[src/mtrg_pkg.sv]
package mtrg_pkg;

    localparam int unsigned STATE_WORDS  = 624;
    localparam int unsigned TWIST_OFFSET = 397;
    localparam int unsigned ADDR_W       = $clog2(STATE_WORDS);
    localparam int unsigned IDX_W        = $clog2(STATE_WORDS + 1);

    localparam logic [31:0] SEED_RESET   = 32'd5489;
    localparam logic [31:0] TWIST_MATRIX = 32'h9908_b0df;
    localparam logic [31:0] HIGH_BIT     = 32'h8000_0000;
    localparam logic [31:0] LOW_BITS     = 32'h7fff_ffff;
    localparam logic [31:0] INIT_MULT    = 32'd1812433253;
    localparam logic [31:0] TEMPER_B     = 32'h9d2c_5680;
    localparam logic [31:0] TEMPER_C     = 32'hefc6_0000;

    typedef struct packed {
        logic [31:0] range_min;
        logic [31:0] range_max;
    } req_t;

    typedef struct packed {
        logic [31:0] value;
        logic        bad_range;
    } rsp_t;

endpackage

[src/mtrg_div.sv]
module mtrg_div
    import mtrg_pkg::*;
(
    input  logic        aclk,
    input  logic        aresetn,
    input  logic        start,
    input  logic [31:0] dividend,
    input  logic [32:0] divisor,
    output logic        busy,
    output logic        done,
    output logic [31:0] remainder
);

    logic [31:0] rem_reg, rem_next;
    logic [31:0] dvd_reg, dvd_next;
    logic [32:0] dsr_reg, dsr_next;
    logic [5:0]  cnt_reg, cnt_next;
    logic        busy_reg, busy_next;
    logic        done_reg, done_next;
    logic [32:0] shifted;
    logic [32:0] diff;

    // one restoring step: shift in the next dividend bit, subtract if it fits
    always_comb begin
        shifted   = {rem_reg, dvd_reg[31]};
        diff      = shifted - dsr_reg;
        rem_next  = rem_reg;
        dvd_next  = dvd_reg;
        dsr_next  = dsr_reg;
        cnt_next  = cnt_reg;
        busy_next = busy_reg;
        done_next = 1'b0;
        if (start) begin
            rem_next  = '0;
            dvd_next  = dividend;
            dsr_next  = divisor;
            cnt_next  = 6'd32;
            busy_next = 1'b1;
        end else if (busy_reg) begin
            if (shifted >= dsr_reg) begin
                rem_next = diff[31:0];
            end else begin
                rem_next = shifted[31:0];
            end
            dvd_next = {dvd_reg[30:0], 1'b0};
            cnt_next = cnt_reg - 6'd1;
            if (cnt_reg == 6'd1) begin
                busy_next = 1'b0;
                done_next = 1'b1;
            end
        end
    end

    always_ff @(posedge aclk) begin
        if (!aresetn) begin
            busy_reg <= 1'b0;
            done_reg <= 1'b0;
            cnt_reg  <= '0;
        end else begin
            busy_reg <= busy_next;
            done_reg <= done_next;
            cnt_reg  <= cnt_next;
        end
        rem_reg <= rem_next;
        dvd_reg <= dvd_next;
        dsr_reg <= dsr_next;
    end

    assign busy      = busy_reg;
    assign done      = done_reg;
    assign remainder = rem_reg;

endmodule

[config.mk]
export PLATFORM = sky130hd
export DESIGN_NAME = mtrg_div
export DESIGN_NICKNAME = d
export VERILOG_FILES = /design/src/mtrg_pkg.sv /design/src/mtrg_div.sv
export SDC_FILE = /design/constraint.sdc
export NUM_CORES = 1
export LEC_CHECK = 0
export ABC_CLOCK_PERIOD_IN_PS = 4290
export BUFFER_PORTS_ARGS = -buffer_cell sky130_fd_sc_hd__buf_4
export CORE_MARGIN = 5
export CORE_UTILIZATION = 38
export CTS_CLUSTER_SIZE = 25
export DETAILED_ROUTE_END_ITERATION = 6
export PLACE_DENSITY = 0.69
export REMOVE_ABC_BUFFERS = 1
export SETUP_SLACK_MARGIN = 0.15
export SLEW_MARGIN = 20
export SYNTH_ARGS = -nofsm -noshare
export SYNTH_HDL_FRONTEND = slang
export SYNTH_SLANG_ARGS = --single-unit
[constraint.sdc]
create_clock -name aclk -period 4.29 [get_ports aclk]
set_clock_uncertainty 0.2 [all_clocks]
set_input_delay 0.2145 -clock aclk [delete_from_list [all_inputs] [get_ports aclk]]
set_output_delay 0.2145 -clock aclk [all_outputs]
set_load 0.02 [all_outputs]
==> reports/qor.json <==
{
  "numClockSinks": {"value": 105},
  "detailedRoute.firstIterationViolations": {"value": 305},
  "vias": {"value": 5062},
  "power.density_cell_area": {"value": 348, "unit": "nW/um^2"},
  "initial_utilization": {"value": 39.1, "unit": "%"},
  "number_of_antenna_cells_inserted": {"value": 0},
  "cts_hold_repair.buffers": {"value": 66},
  "cp-end-kind": {"value": "flip-flop"},
  "required": {"value": 4350, "unit": "ps"},
  "detailed_place.area": {"value": 6940, "unit": "um^2"},
  "synth_seq_area_share": {"value": 46.0, "unit": "%"},
  "drc": {"value": 0},
  "worst_path_largest_cell_delay": {"value": 410, "unit": "ps"},
  "worstPathBufferInverterCount": {"value": 2},
  "portion_of_the_clock_cycle_consumed_by_the_worst_path_in_the_final_layout": {"value": 82.2, "unit": "%"},
  "slew_violations": {"value": 0},
  "floorplan.io_pins": {"value": 102},
  "vias_in_the_first_global_route": {"value": 5326},
  "reported_leakage_power": {"value": 3.32, "unit": "nW"},
  "rows": {"value": 45},
  "maxCapViolCount": {"value": 0},
  "peakVddDrop": {"value": 0.000284, "unit": "V"},
  "clock_tree_from_tritoncts": {"value": "done"},
  "status": {"value": "completed"},
  "floorplan.die_area": {"value": 18400, "unit": "um^2"},
  "dp_hpwl": {"value": 10.7, "unit": "mm"},
  "p_int": {"value": 1.94, "unit": "mW"},
  "stdcell_count": {"value": 973},
  "cts_max_path_buffers": {"value": 2},
  "crit_path_start_kind": {"value": "flip-flop"},
  "ys_warn_count": {"value": 0},
  "floorplan.die.height": {"value": 136, "unit": "um"},
  "die_x": {"value": 136, "unit": "um"},
  "combinationalPowerShare": {"value": 23.8, "unit": "%"},
  "synth-edff-count": {"value": 65},
  "grt_usage": {"value": 17.3, "unit": "%"},
  "syn-mean-instance-area": {"value": 10.0, "unit": "um^2"},
  "design.core.area": {"value": 15300, "unit": "um^2"},
  "drt_first_pass_iters": {"value": 4},
  "final.fill_count": {"value": 1376},
  "critical_path.top_delay_family": {"value": "compound AO/OA/AOI/OAI gates"},
  "design.final.nets": {"value": 861},
  "clk-insertion-delay-late": {"value": 360, "unit": "ps"},
  "worst_case_hold_slack": {"value": 124, "unit": "ps"},
  "worst_path_max_delay_cell": {"value": "sky130_fd_sc_hd__a221oi_2"},
  "setup_repair_after_global_routing_missed_its_margin": {"value": "no"},
  "ys_dominant_reg_cell": {"value": "sky130_fd_sc_hd__edfxtp_1"},
  "worstMarginPinSlew": {"value": 1060, "unit": "ps"},
  "post_drt_wl_per_cell": {"value": 16.0, "unit": "um"},
  "global_route_wire_length_before_repair": {"value": 25.4, "unit": "mm"},
  "arrival": {"value": 3580, "unit": "ps"},
  "final_hold_viol_count": {"value": 0},
  "detail_route.wirelength": {"value": 15.6, "unit": "mm"},
  "post_cts_resized": {"value": 0},
  "power.sequential.fraction": {"value": 44.2, "unit": "%"},
  "number_of_failing_setup_endpoints_in_the_final_timing_report": {"value": 0},
  "ys_types": {"value": 71},
  "post-cts-setup-buffer-count": {"value": 0},
  "netSwitchingPower": {"value": 811, "unit": "uW"},
  "crit_top_cell": {"value": "sky130_fd_sc_hd__inv_1"},
  "grt_max_degree": {"value": 62},
  "cts_htree_levels": {"value": 3},
  "critical_path.cell_chain": {"value": "inv_1 > ha_1 > inv_1 > fa_1 > a21o_2 > a221oi_2 > o221ai_1 > a21oi_1 > o21ai_1 > a211oi_1 > xnor2_1 > a31o_2"},
  "power.share.switching": {"value": 29.5, "unit": "%"},
  "netlist_area": {"value": 5990, "unit": "um^2"},
  "number_of_antenna_violations_at_the_first_check_in_global_routing": {"value": 0},
  "slew_headroom": {"value": 28.9, "unit": "%"},
  "clock_power_share": {"value": 32.0, "unit": "%"},
  "placement.io_buffers": {"value": 101},
  "postSynthCellCount": {"value": 598},
  "worst_hold_path_type": {"value": "in -> reg"},
  "final_period_minus_worst_setup_slack": {"value": 3530, "unit": "ps"},
  "timing_worst_setup_path_type": {"value": "reg -> reg"},
  "number_of_buffers_added_by_the_clock_tree_synthesis_step": {"value": 9},
  "ctsRootBufferMaster": {"value": "sky130_fd_sc_hd__clkbuf_16"},
  "place.detailed.instances": {"value": 891},
  "grt.overflow.total": {"value": 0},
  "routed_via_density": {"value": 5.20},
  "setup-tns-final": {"value": 0, "unit": "ps"},
  "largest_reg_flops": {"value": 33},
  "critical_path_peak_fanout": {"value": 5},
  "synth.ff_latch_count": {"value": 105},
  "drt.antenna.violating_nets": {"value": 0},
  "clk_pin_slew_worst_paths": {"value": 80, "unit": "ps"},
  "flow.area_growth_from_synthesis": {"value": 32.3, "unit": "%"},
  "gp_routability_congestion": {"value": 0.935},
  "core_util_final": {"value": 51.7, "unit": "%"},
  "share_of_final_layout_standard_cells_stronger_than_drive_strength_1": {"value": 22.8, "unit": "%"},
  "timing.fmax": {"value": 284, "unit": "MHz"},
  "ys_async_sr_fraction": {"value": 0, "unit": "%"},
  "total_non_filler_cell_area_in_the_finished_layout": {"value": 7930, "unit": "um^2"}
}
## cell families (layout without fill, tap and decap cells)
kind of cell,after synthesis,count (layout),share of synthesized area [%]
and+or+nand+nor,196,196,14.9
adders and majority gates,36,36,7.65
AOI/OAI and AO/OA,127,127,15.8
muxes,35,35,6.50
xor gates and xnor gates,29,29,4.24
DFF,105,105,46.0
buffers and inverters,70,234,4.93
## cells in the final DEF (no fill, tap or decap), drive strengths merged, types with 7 or more instances in the layout
master       instances
ha                  35
dlygate4sd3         66
xor2                11
inv                 48
buf                107
edfxtp              65
a211oi               7
nand2               73
nor3                13
a21o                 9
a311oi              22
mux2                31
nor2                57
nand4                7
clkbuf               9
a21oi               33
o21ai               18
nand3               20
xnor2               18
dfxtp               40
## Yosys cell counts, drive strengths merged, types with 2 or more instances
library cell / n / area (um^2)
edfxtp: 65 / 1950
a2111oi: 3 / 32.5
buf: 11 / 73.8
ha: 35 / 438
nand2: 73 / 274
a211o: 3 / 27.5
o311ai: 4 / 42.6
o31ai: 4 / 35.0
and3: 3 / 20.0
dfxtp: 40 / 801
a21oi: 33 / 165
or2: 3 / 18.8
a31oi: 4 / 25.0
nand4: 7 / 50.1
mux2: 31 / 349
a221oi: 2 / 41.3
xor2: 11 / 96.3
clkbuf: 14 / 52.6
and2: 3 / 18.8
or3: 2 / 12.5
nor4: 2 / 12.5
o211ai: 2 / 15.0
mux2i: 4 / 40.0
o221ai: 2 / 17.5
o21bai: 2 / 15.0
inv: 45 / 169
a21o: 9 / 70.1
nand3: 20 / 100
o21a: 2 / 16.3
nor2: 57 / 214
and4: 2 / 18.8
nor3: 13 / 70.1
xnor2: 18 / 158
a311oi: 22 / 210
nor2b: 3 / 18.8
o21ai: 18 / 90.1
a32oi: 3 / 26.3
a211oi: 7 / 52.6
## power by group through the flow
stage / combinational [mW] / sequential, mW / clock (mW)
after floorplan: 0.381 / 1.25 / 0
after global placement: 0.591 / 1.24 / 0
after detailed placement: 0.600 / 1.24 / 0
after CTS: 0.651 / 1.22 / 0.909
after global routing: 0.723 / 1.23 / 0.945
final: 0.655 / 1.22 / 0.880
## through the flow
step	worst slack (ps)	power, mW
6_report	764	2.75
2_1_floorplan	1030	1.63
3_3_place_gp	912	1.83
3_5_place_dp	842	1.84
5_1_grt	459	2.90
4_1_cts	827	2.78
## final cells by class
cell class	instances	area, um^2	share of cell area (%)
inverters	45	169	2.13
flip-flops and latches	105	2750	34.7
well taps	211	264	3.33
clock buffers	9	225	2.84
multi-input cells	423	2940	37.1
clock inverters	7	95.1	1.20
repair buffers	173	1480	18.6
## path summary, 6_finish.rpt
| kind | start | end | slack, ps | cells past startpoint |
|---|---|---|---|---|
| setup / recovery | dvd_reg[31] | remainder[30] | 760 | 12 |
| hold / removal | start | dsr_reg[16] | 120 | 1 |
| setup reg to reg | dvd_reg[31] | remainder[30] | 760 | 12 |
| hold reg to reg | cnt_reg[0] | cnt_reg[0] | 290 | 2 |
## metal layers
metal  wire [um]  vias up  share of wire, %  track usage [%]
met4         211        0               1.4             5.26
met2        7740      141                50             30.6
met1        6620     2400                43             20.3
met5           0        -                 0                0
met3         989       17               6.4             5.01
li1            -     2504                 -                -
(Power assumes the default switching activity.)
